`src/hdl/spg_pkg.sv`:
```
// Shared constants, exponent table and types of the sigmoid probability block.
`default_nettype none

package spg_pkg;

  localparam int ExpTableBits = 6;
  localparam int FracBits     = 20;
  localparam int TabBits      = ExpTableBits + 1;
  localparam int TabSize      = (1 << ExpTableBits) + 1;
  localparam int InterpBits   = FracBits - ExpTableBits;

  localparam logic [16:0] Log2eQ15 = 17'd47274;
  localparam logic signed [32:0] ZMin = -33'sd16777216;
  localparam logic signed [32:0] ZMax = 33'sd16777215;

  localparam int DenBits = 55;
  localparam int QuoBits = 17;
  localparam int RemBits = DenBits + QuoBits;

  localparam int NumDivCells = QuoBits;
  localparam int DivFirst    = 5;
  localparam int StProd      = DivFirst + NumDivCells;
  localparam int StGrad      = StProd + 1;
  localparam int StOut       = StGrad + 1;
  localparam int NumStages   = StOut + 1;

  localparam int CfgIdxBits = 8;
  localparam logic [CfgIdxBits-1:0] RegSlopeA  = 8'd0;
  localparam logic [CfgIdxBits-1:0] RegOffsetB = 8'd1;

  typedef logic [31:0] exp_tab_t [TabSize];

  typedef struct packed {
    logic [RemBits-1:0] rem;
    logic [DenBits-1:0] den;
    logic [QuoBits-1:0] quo;
    logic signed [15:0] score;
  } div_t;

  function automatic logic [63:0] isqrt64(logic [63:0] v);
    logic [63:0] val;
    logic [63:0] res;
    logic [63:0] bt;
    val = v;
    res = 64'd0;
    bt  = 64'd1 << 62;
    while (bt > val) bt = bt >> 2;
    while (bt != 64'd0) begin
      if (val >= res + bt) begin
        val = val - (res + bt);
        res = (res >> 1) + bt;
      end else begin
        res = res >> 1;
      end
      bt = bt >> 2;
    end
    return res;
  endfunction

  // Entry k holds 2^(k/2^ExpTableBits) in Q2.30, built from repeated square roots of two.
  function automatic exp_tab_t build_exp_tab();
    exp_tab_t    tab;
    logic [63:0] roots [ExpTableBits+1];
    logic [63:0] acc;
    roots[0] = 64'd1 << 31;
    for (int j = 1; j <= ExpTableBits; j++) roots[j] = isqrt64(roots[j-1] << 30);
    for (int k = 0; k < (1 << ExpTableBits); k++) begin
      acc = 64'd1 << 30;
      for (int i = ExpTableBits - 1; i >= 0; i--) begin
        if (((k >> i) & 1) == 1) acc = (acc * roots[ExpTableBits-i]) >> 30;
      end
      tab[k] = acc[31:0];
    end
    tab[TabSize-1] = 32'h8000_0000;
    return tab;
  endfunction

  localparam exp_tab_t ExpTab = build_exp_tab();

endpackage

`default_nettype wire

```
`src/hdl/spg_div_cell.sv`:
```
// One restoring division cell: decides one quotient bit and passes the remainder on.
`default_nettype none

module spg_div_cell (
  input  wire logic          clk_i,
  input  wire logic          en_i,
  input  spg_pkg::div_t      req_i,
  output spg_pkg::div_t      req_o
);

  logic [spg_pkg::RemBits-1:0] dsh;
  logic [spg_pkg::RemBits-1:0] rem_sub;
  logic                        ge;
  spg_pkg::div_t               cell_d;
  spg_pkg::div_t               cell_q;

  // The divisor is compared at the weight of the top quotient bit; the remainder
  // moves up one place per cell instead.
  always_comb begin
    dsh          = {1'b0, req_i.den, {(spg_pkg::QuoBits-1){1'b0}}};
    ge           = (req_i.rem >= dsh);
    rem_sub      = ge ? (req_i.rem - dsh) : req_i.rem;
    cell_d       = req_i;
    cell_d.rem   = {rem_sub[spg_pkg::RemBits-2:0], 1'b0};
    cell_d.quo   = {req_i.quo[spg_pkg::QuoBits-2:0], ge};
  end

  always_ff @(posedge clk_i) begin
    if (en_i) begin
      cell_q <= cell_d;
    end
  end

  assign req_o = cell_q;

endmodule

`default_nettype wire

```
`config.mk`:
```
export PLATFORM = sky130hd
export DESIGN_NAME = spg_div_cell
export DESIGN_NICKNAME = d
export VERILOG_FILES = /design/src/hdl/spg_pkg.sv /design/src/hdl/spg_div_cell.sv
export SDC_FILE = /design/constraint.sdc
export NUM_CORES = 1
export LEC_CHECK = 0
export BUFFER_PORTS_ARGS = -buffer_cell sky130_fd_sc_hd__buf_4
export CORE_MARGIN = 4
export CORE_UTILIZATION = 25
export DETAILED_ROUTE_END_ITERATION = 10
export HOLD_SLACK_MARGIN = 0.05
export SETUP_SLACK_MARGIN = 0.1
export SLEW_MARGIN = 20
export SYNTH_ARGS = -nofsm -noshare
export SYNTH_HDL_FRONTEND = slang
export SYNTH_SLANG_ARGS = --single-unit
```
`constraint.sdc`:
```
create_clock -name clk_i -period 5.4 [get_ports clk_i]
set_input_delay 1.08 -clock clk_i [delete_from_list [all_inputs] [get_ports clk_i]]
set_output_delay 1.08 -clock clk_i [all_outputs]
set_load 0.02 [all_outputs]
```
=== Word-level counts from Yosys, hierarchy flattened ===
Cells that the tools add are included.

* Add/subtract/negate cells: 1
* Multiplexer cells: 1
* $lt $le $gt $ge: 1

{| class="wikitable"
|+ Operators by type and width
! kind !! count
|-
| $ge A72 B71 Y1 || 1
|-
| $mux W71 || 1
|-
| $sub A71 B71 Y71 || 1
|}

* Register bits: 159
* Logic and storage cells: 7

=== Logic depth before layout (Yosys ltp) ===
Gate-level depths: netlist (run 1).

* Word-level depth: 2
* Gate-level depth with buffers: 14
* Depth with buffers taken out: 13

=== Worst setup path after synthesis (run 1) ===
Ideal clock, no wire load.

* Kind: input port to flip-flop
* Start point: input req_i[76] (netlist bit)
* End point: register cell_q (netlist bit req_o[145]) (data pin)
* Setup slack: 1.428 ns
* Arrival: 3.714 ns
* Stages on the path: 12
* Cells stage by stage: inv_1 > ha_1 > buf_4 > nand4_1 > or4_4 > or4_1 > nor3_1 > a211oi_1 > a31oi_1 > nor2_2 > a2111o_1 > o221a_2

* Longest elaborated chain between the ends: 2

{| class="wikitable"
|+ RTL lines
! what !! RTL line !! RTL
|-
| start: declaration || spg_div_cell.sv:7 || <nowiki>input spg_pkg::div_t req_i,</nowiki>
|-
| $ge A72 B71 Y1 || spg_div_cell.sv:21 || <nowiki>ge = (req_i.rem >= dsh);</nowiki>
|-
| $mux W71 || spg_div_cell.sv:22 || <nowiki>rem_sub = ge ? (req_i.rem - dsh) : req_i.rem;</nowiki>
|-
| named net rem_sub (one bit) || spg_div_cell.sv:12 || <nowiki>logic [spg_pkg::RemBits-1:0] rem_sub;</nowiki>
|-
| end signal: assignment || spg_div_cell.sv:30 || <nowiki>cell_q <= cell_d;</nowiki>
|-
| end: declaration || spg_div_cell.sv:15 || <nowiki>spg_pkg::div_t cell_q;</nowiki>
|}

The timed path passes the listed nets, and every way through them passes these cells.
A chain may end at the register's enable or synchronous reset.

=== Final worst setup path (run 1) ===
* Start point: input req_i[74] (netlist bit)
* End point: register cell_q (netlist bit req_o[108]) (data pin)

The elaborated chain is that of the path after synthesis.

==> results.json, run 1 <==
{
  "post_synth_num_cell_types": 67,
  "grt_pass1_wl_um": 43300,
  "yosys.area.top_type": "edfxtp_1",
  "slew_violations": 0,
  "fin_cells": 1611,
  "synth_top_cells_by_count": "159 x edfxtp_1, 104 x nand2_1, 76 x inv_1, 70 x a21oi_1, 69 x o21ai_0",
  "cp-start-kind": "input pin",
  "slew_headroom": 0.473,
  "worstMarginPinSlew_ps": 791,
  "num_antenna_cells": 0,
  "dr.pass1.iters": 5,
  "synthesis.nets": 1044,
  "cts_made_buffers": 17,
  "setup_violations": 0,
  "rsz0062_at_grt": "no",
  "power_w": 0.00392,
  "cp_max_fo": 9,
  "drt_iter0_drc": 443,
  "finalSetupTns_ps": 0,
  "start_util": 0.255,
  "max_freq_mhz": 236,
  "htreeDepth": 4,
  "period_minus_slack_ps": 4240,
  "vias": 7530,
  "min_period_over_period": 0.785,
  "antenna_found_initial": 2,
  "hold_viol": 0,
  "area_growth_pct": 40.3,
  "die_x_um": 196,
  "cts_resized": 0,
  "leakage_nw": 5.39,
  "dp_hpwl_um": 23200,
  "wl_um": 28600,
  "grt_max_degree": 82,
  "wire_per_inst_um": 17.8,
  "die-area_sq_um": 38500,
  "dp.cells": 1579,
  "via_per_inst": 4.67,
  "post_cts_buffers": 0,
  "die_y_um": 196,
  "syn_area_sq_um": 8860,
  "cp.arrival_ps": 4440,
  "worstSetupPathType": "in2reg",
  "required_ps": 5600,
  "status": "completed",
  "async_flop_share": 0,
  "grt_pass1_vias": 7531,
  "ys_seq_area_frac": 0.539,
  "synthTopCellsByArea": "edfxtp_1 54%, ha_1 7.8%, nand2_1 4.4%",
  "yosysTopAreaCellShare": 0.539,
  "clock_sinks": 159,
  "core_area_sq_um": 34700,
  "yosysMostFrequentCell": "edfxtp_1",
  "largest_reg_flops": 159,
  "nFillCells": 3527,
  "rows": 68,
  "endpoint_kind": "register",
  "grt_usage": 0.145,
  "drive_gt1_frac": 0.317,
  "yosys_most_used_dff": "edfxtp_1",
  "max-vdd-ir-drop_mv": 0.210,
  "power.density_nw_per_um2": 316,
  "pin_count": 322,
  "postSynthCellCount": 826,
  "path_clk_slew_ps": 70,
  "max_cap_violations": 0,
  "place.gp.congestion": 0.855,
  "tritoncts": "yes",
  "syn_avg_cell_area_sq_um": 10.7,
  "fin_nets": 1361,
  "synth_edf_count": 159,
  "drc": 0,
  "ys_seq_elements": 159,
  "ys_warn_count": 0,
  "grt_overflow": 0,
  "portBuffers": 319,
  "ant_nets": 0,
  "cts_buffer_depth": 2,
  "hp-class": "in2reg",
  "root_buffer": "clkbuf_16",
  "ctsHoldBuffers": 0
}
[critical path, cell delays in order]
cell	delay, ps
buf_4	110
inv_1	60
ha_1	430
nand4_1	150
or4_4	640
or4_1	580
nor3_1	280
a211oi_1	110
a31oi_1	320
nor2_4	130
clkinv_1	180
mux2_2	360
[kinds of logic (layout without fill, tap and decap cells)]
group,Yosys count,in the layout,share of synthesized area
DFF,159,159,0.539
and+or+nand+nor,216,216,0.114
other,1,1,0.000423
xor gates and xnor gates,43,43,0.0425
muxes,1,1,0.00127
adders and majority gates,56,56,0.0799
AOI/OAI and AO/OA,246,246,0.175
buffers and inverters,104,434,0.0477
[cell usage in the layout, fill, tap and decap left out, drive strengths merged, types with 3 or more instances in the layout]
master	n
a211oi	6
a21boi	4
a21o	28
a21oi	70
a31oi	9
and2	4
and3	10
buf	325
bufinv	4
clkbuf	17
clkinv	3
edfxtp	159
ha	55
inv	83
nand2	104
nand2b	4
nand3	7
nand4	14
nor2	36
nor3	7
nor4	9
o211ai	5
o21a	5
o21ai	71
o21bai	8
o221ai	4
o31ai	9
o41ai	3
or2	3
or3	4
or4	4
xnor2	24
xor2	19
[final timing paths]
kind	depth (start not counted)	to	from
max	12	req_o[108]$_DFFE_PP_	req_i[74]
min	1	req_o[29]$_DFFE_PP_	req_i[28]
[through the flow]
stage	hold slack [ps]	util	setup slack [ps]	cell area [sq um]
2_1_floorplan	1180	-	1430	8860
3_3_place_gp	1260	0.339	678	11800
3_5_place_dp	1260	0.339	653	11800
4_1_cts	776	0.358	1150	12400
5_1_grt	773	0.358	1020	12400
6_report	808	0.358	1160	12400
[where the power goes]
group	switching [W]	total (W)	internal, W
registers	0.0000371	0.00156	0.00152
logic	0.000590	0.00102	0.000429
clock network	0.000554	0.00134	0.000789
total	0.00118	0.00392	0.00274
[metal layers]
layer  vias up  track usage  part of all wire
li1       3698            -                 -
met1      3563        0.186              0.44
met2       250        0.238              0.47
met3        15       0.0541             0.084
met4         4       0.0264            0.0068
met5         -            0           0.00091
[area by class of cell]
class	instances	area, sq um	share of cell area
clock buffers	17	425	0.0342
clock inverters	15	219	0.0176
inverters	77	289	0.0233
multi-input cells	563	3670	0.295
flip-flops and latches	159	4770	0.384
well taps	455	569	0.0458
repair buffers	325	2480	0.200
(Power assumes the default switching activity.)
==> inputs of run 2 (changes only) <==
Clock period 5.4 ns to 4.3 ns, I/O delays scaled along.
==> results.json, run 2 (synthesis gave the netlist of run 1 again) <==
{
  "hold_depth": 1,
  "root_buffer": "clkbuf_16",
  "grt_max_degree": 81,
  "leakage_nw": 5.53,
  "path_delay_family": "simple AND/OR/NAND/NOR gates",
  "dr.pass1.iters": 5,
  "multi_input_area_sq_um": 3670,
  "grt_overflow": 0,
  "rows": 68,
  "layout_commonest_cell": "buf_4",
  "seqCellArea_sq_um": 4770,
  "place.gp.congestion": 0.823,
  "grt_pass1_vias": 7626,
  "cts_resized": 0,
  "portBuffers": 319,
  "dp_hpwl_um": 23600,
  "pin_count": 322,
  "fin_nets": 1390,
  "path_clk_slew_ps": 70,
  "core_area_sq_um": 34700,
  "drc": 0,
  "die_y_um": 196,
  "max_freq_mhz": 264,
  "cp.depth": 12,
  "die-area_sq_um": 38500,
  "cts_buffer_depth": 2,
  "grt_usage": 0.148,
  "ctsHoldBuffers": 0,
  "layout_common_cells": "351 x buf_4, 159 x edfxtp_1, 104 x nand2_1",
  "slew_headroom": 0.487,
  "cp_max_fo": 10,
  "drive_gt1_frac": 0.334,
  "wl_um": 29100,
  "required_ps": 4490,
  "power.density_nw_per_um2": 395,
  "start_util": 0.255,
  "fin_hold_ws_ps": 592,
  "path_cells": "buf_4 > inv_1 > ha_1 > nand4_1 > or4_4 > or4_1 > nor3_1 > a211oi_1 > a31oi_1 > nor2_4 > clkinv_1 > mux2_2",
  "wire_per_inst_um": 17.7,
  "cp.arrival_ps": 3980,
  "cp_num_buf_inv": 3,
  "hp-class": "in2reg",
  "cp-start-kind": "input pin",
  "status": "completed",
  "post_cts_buffers": 0,
  "fin_util": 0.364,
  "num_antenna_cells": 0,
  "cpMaxStageDelayCell": "or4_4",
  "worstSetupPathType": "in2reg",
  "period_minus_slack_ps": 3790,
  "worstMarginPinSlew_ps": 761,
  "max_cap_violations": 0,
  "vias": 7594,
  "area_growth_pct": 42.7,
  "max-vdd-ir-drop_mv": 0.274,
  "htreeDepth": 4,
  "grt_pass1_wl_um": 43700,
  "whs_endpoint": "req_o[26]$_DFFE_PP_",
  "clock_sinks": 159,
  "slew_violations": 0,
  "die_x_um": 196,
  "min_period_over_period": 0.881,
  "min_from": "req_i[25]",
  "setup_violations": 0,
  "cts_made_buffers": 17,
  "largest_reg_flops": 159,
  "tritoncts": "yes",
  "nFillCells": 3526,
  "via_per_inst": 4.63,
  "endpoint_kind": "register",
  "cp_slowest_stage_delay_ps": 610,
  "drt_iter0_drc": 354,
  "antenna_found_initial": 3,
  "rsz0062_at_grt": "no",
  "hold_viol": 0,
  "ant_nets": 0
}
[run 2: where the power goes]
part / switching, W / internal (W) / leakage (nW)
Combinational: 0.000750 / 0.000562 / 3.66
Clock: 0.000688 / 0.00104 / 0.322
Sequential: 0.0000447 / 0.00191 / 1.55
[run 2: how the worst max path moves through the flow]
stage	start	end	slack, ps
floorplan	req_i[76]	req_o[145]$_DFFE_PP_	550
global placement	req_i[74]	req_o[108]$_DFFE_PP_	50
detailed placement	req_i[74]	req_o[108]$_DFFE_PP_	-30
CTS	req_i[74]	req_o[108]$_DFFE_PP_	470
global route	req_i[68]	req_o[159]$_DFFE_PP_	290
finish	req_i[74]	req_o[108]$_DFFE_PP_	510
[run 2: area by class of cell]
cell class,count,area share
Clock buffer,17,0.0336
Clock inverter,15,0.0185
Inverter,77,0.0229
Multi-Input combinational cell,563,0.290
Sequential cell,159,0.378
Tap cell,455,0.0450
Timing Repair Buffer,354,0.212
[run 2: per-stage QoR]
stage,total power [W],area (sq um),std cells,worst slack (ps),TNS [ps]
global route,0.00526,12600,1640,290,0
CTS,0.00509,12600,1640,470,0
global placement,0.00330,12000,1608,51.7,0
detailed placement,0.00331,12000,1608,-25.1,-25.1
finish,0.00500,12600,1640,512,0
floorplan,0.00270,8860,826,548,0
[run 2: per-layer routing]
| layer | part of all wire | global-route usage | up-vias | routed length, um |
|---|---|---|---|---|
| met5 | 0.00086 | 0 | - | 25 |
| met4 | 0.011 | 0.0352 | 4 | 316 |
| met3 | 0.082 | 0.0491 | 22 | 2400 |
| met2 | 0.47 | 0.238 | 264 | 13600 |
| met1 | 0.44 | 0.193 | 3553 | 12800 |
| li1 | - | - | 3751 | - |
==> inputs of run 3 (changes only) <==
Settings changed: CAP_MARGIN from default to 20.
Clock period 4.3 ns to 3.3 ns, I/O delays scaled along.
==> results.json, run 3 (synthesis gave the netlist of run 1 again) <==
{
  "status": "completed",
  "die-area_sq_um": 38500,
  "pin_count": 322,
  "required_ps": 3500,
  "die_y_um": 196,
  "drt_iter0_drc": 393,
  "cts_made_buffers": 17,
  "fin_nets": 1507,
  "max_freq_mhz": 315,
  "endpoint_kind": "register",
  "via_per_inst": 4.60,
  "clock_sinks": 159,
  "path_clk_slew_ps": 70,
  "leakage_nw": 6.22,
  "wl_um": 30300,
  "worstMarginPinSlew_ps": 642,
  "cp.arrival_ps": 3380,
  "hp-class": "in2reg",
  "place.gp.congestion": 0.848,
  "ctsHoldBuffers": 0,
  "slew_violations": 0,
  "tritoncts": "yes",
  "period_minus_slack_ps": 3180,
  "dp.cells": 1716,
  "htreeDepth": 4,
  "antenna_found_initial": 2,
  "finalSetupTns_ps": 0,
  "root_buffer": "clkbuf_16",
  "cp_max_fo": 7,
  "portBuffers": 319,
  "grt_usage": 0.149,
  "cts_buffer_depth": 2,
  "largest_reg_flops": 159,
  "grt_pass1_wl_um": 44400,
  "fin_hold_ws_ps": 382,
  "grt_overflow": 0,
  "layout_commonest_cell": "buf_4",
  "die_x_um": 196,
  "vias": 8094,
  "drive_gt1_frac": 0.443,
  "worstSetupPathType": "in2reg",
  "nFillCells": 3404,
  "max_cap_violations": 0,
  "max-vdd-ir-drop_mv": 0.378,
  "area_growth_pct": 58.6,
  "cpMaxStageDelayCell": "or4_4",
  "cp_slowest_stage_delay_ps": 550,
  "wire_per_inst_um": 17.2,
  "drc": 0,
  "power.density_nw_per_um2": 469,
  "fin_cells": 1758,
  "rows": 68,
  "cpMostUsedCell": "or4_4",
  "dr.pass1.iters": 6,
  "grt_max_degree": 104,
  "setup_violations": 0,
  "core_area_sq_um": 34700,
  "cp-start-kind": "input pin",
  "rsz0062_at_grt": "yes",
  "path_cells": "buf_4 > inv_1 > ha_1 > nand4_1 > or4_4 > or4_4 > nor3_4 > a211oi_2 > a31oi_4 > nor2_4 > buf_8 > clkbuf_16 > nand2_2 > o21ai_1",
  "min_period_over_period": 0.963,
  "hold_viol": 0,
  "start_util": 0.255,
  "dp_hpwl_um": 23800,
  "ant_nets": 0,
  "slew_headroom": 0.572,
  "layout_common_cells": "447 x buf_4, 159 x edfxtp_1, 83 x nand2_1",
  "grt_pass1_vias": 8070
}
[run 3: cell count changes in the layout (fill, tap and decap cells not counted), moves of 10 or more]
cell / before / now
o21ai_0: 69 / 37
nand2_2: 0 / 13
ha_1: 55 / 43
nand2_1: 104 / 83
buf_6: 1 / 11
o21ai_1: 2 / 26
ha_4: 0 / 11
buf_4: 351 / 447
[run 3: what timing repair did]
item | CTS | global route
endpoints found under the hold margin | 0 | 0
pin swaps | 1 | 31
setup buffers | 0 | 5
endpoints found under the setup margin | 31 | 55
gates resized for setup | 1 | 107
cloned | 0 | 4
[run 3: critical path: cells and delay by family]
family,cells,cell delay (ps)
buffers and inverters,4,450
AND/OR/NAND/NOR,6,1600
AO/OA/AOI/OAI,3,370
adder cells (fa/ha/maj),1,290
[run 3: final cells by class]
cell class,count,area (sq um),area share
Clock buffer,17,425,0.0303
Sequential cell,159,4770,0.340
Antenna cell,1,2.50,0.000178
Multi-Input combinational cell,563,4070,0.290
Timing Repair Buffer,471,3730,0.266
Tap cell,455,569,0.0405
Clock inverter,15,160,0.0114
Inverter,77,307,0.0218
[run 3: layer usage]
layer / up-vias / GRT usage / wire length (um)
met5: - / 0 / 13
met4: 2 / 0.0437 / 549
met2: 261 / 0.259 / 15200
met1: 3810 / 0.178 / 12600
met3: 31 / 0.0431 / 1920
li1: 3990 / - / -
[run 3: path summary, 6_finish.rpt]
| check | startpoint | endpoint | slack (ps) | cells past startpoint |
|---|---|---|---|---|
| min | req_i[7] | req_o[7]$_DFFE_PP_ | 380 | 1 |
| max | req_i[65] | req_o[134]$_DFFE_PP_ | 120 | 14 |
[run 3: stage by stage]
step	setup WS [ps]	total power (W)	cell area, sq um	util
3_3_place_gp	-454	0.00448	12900	0.372
4_1_cts	80.7	0.00657	13500	0.389
2_1_floorplan	11.9	0.00354	9000	-
3_5_place_dp	-450	0.00450	12900	0.372
5_1_grt	26.7	0.00694	14000	0.405
6_report	121	0.00659	14000	0.405
[run 3: power by group]
part           switching [W]  leakage, nW  internal [W]
registers          0.0000583         1.55       0.00249
clock network       0.000906        0.280       0.00113
logic                0.00107         4.39      0.000946
total                0.00203         6.22       0.00456
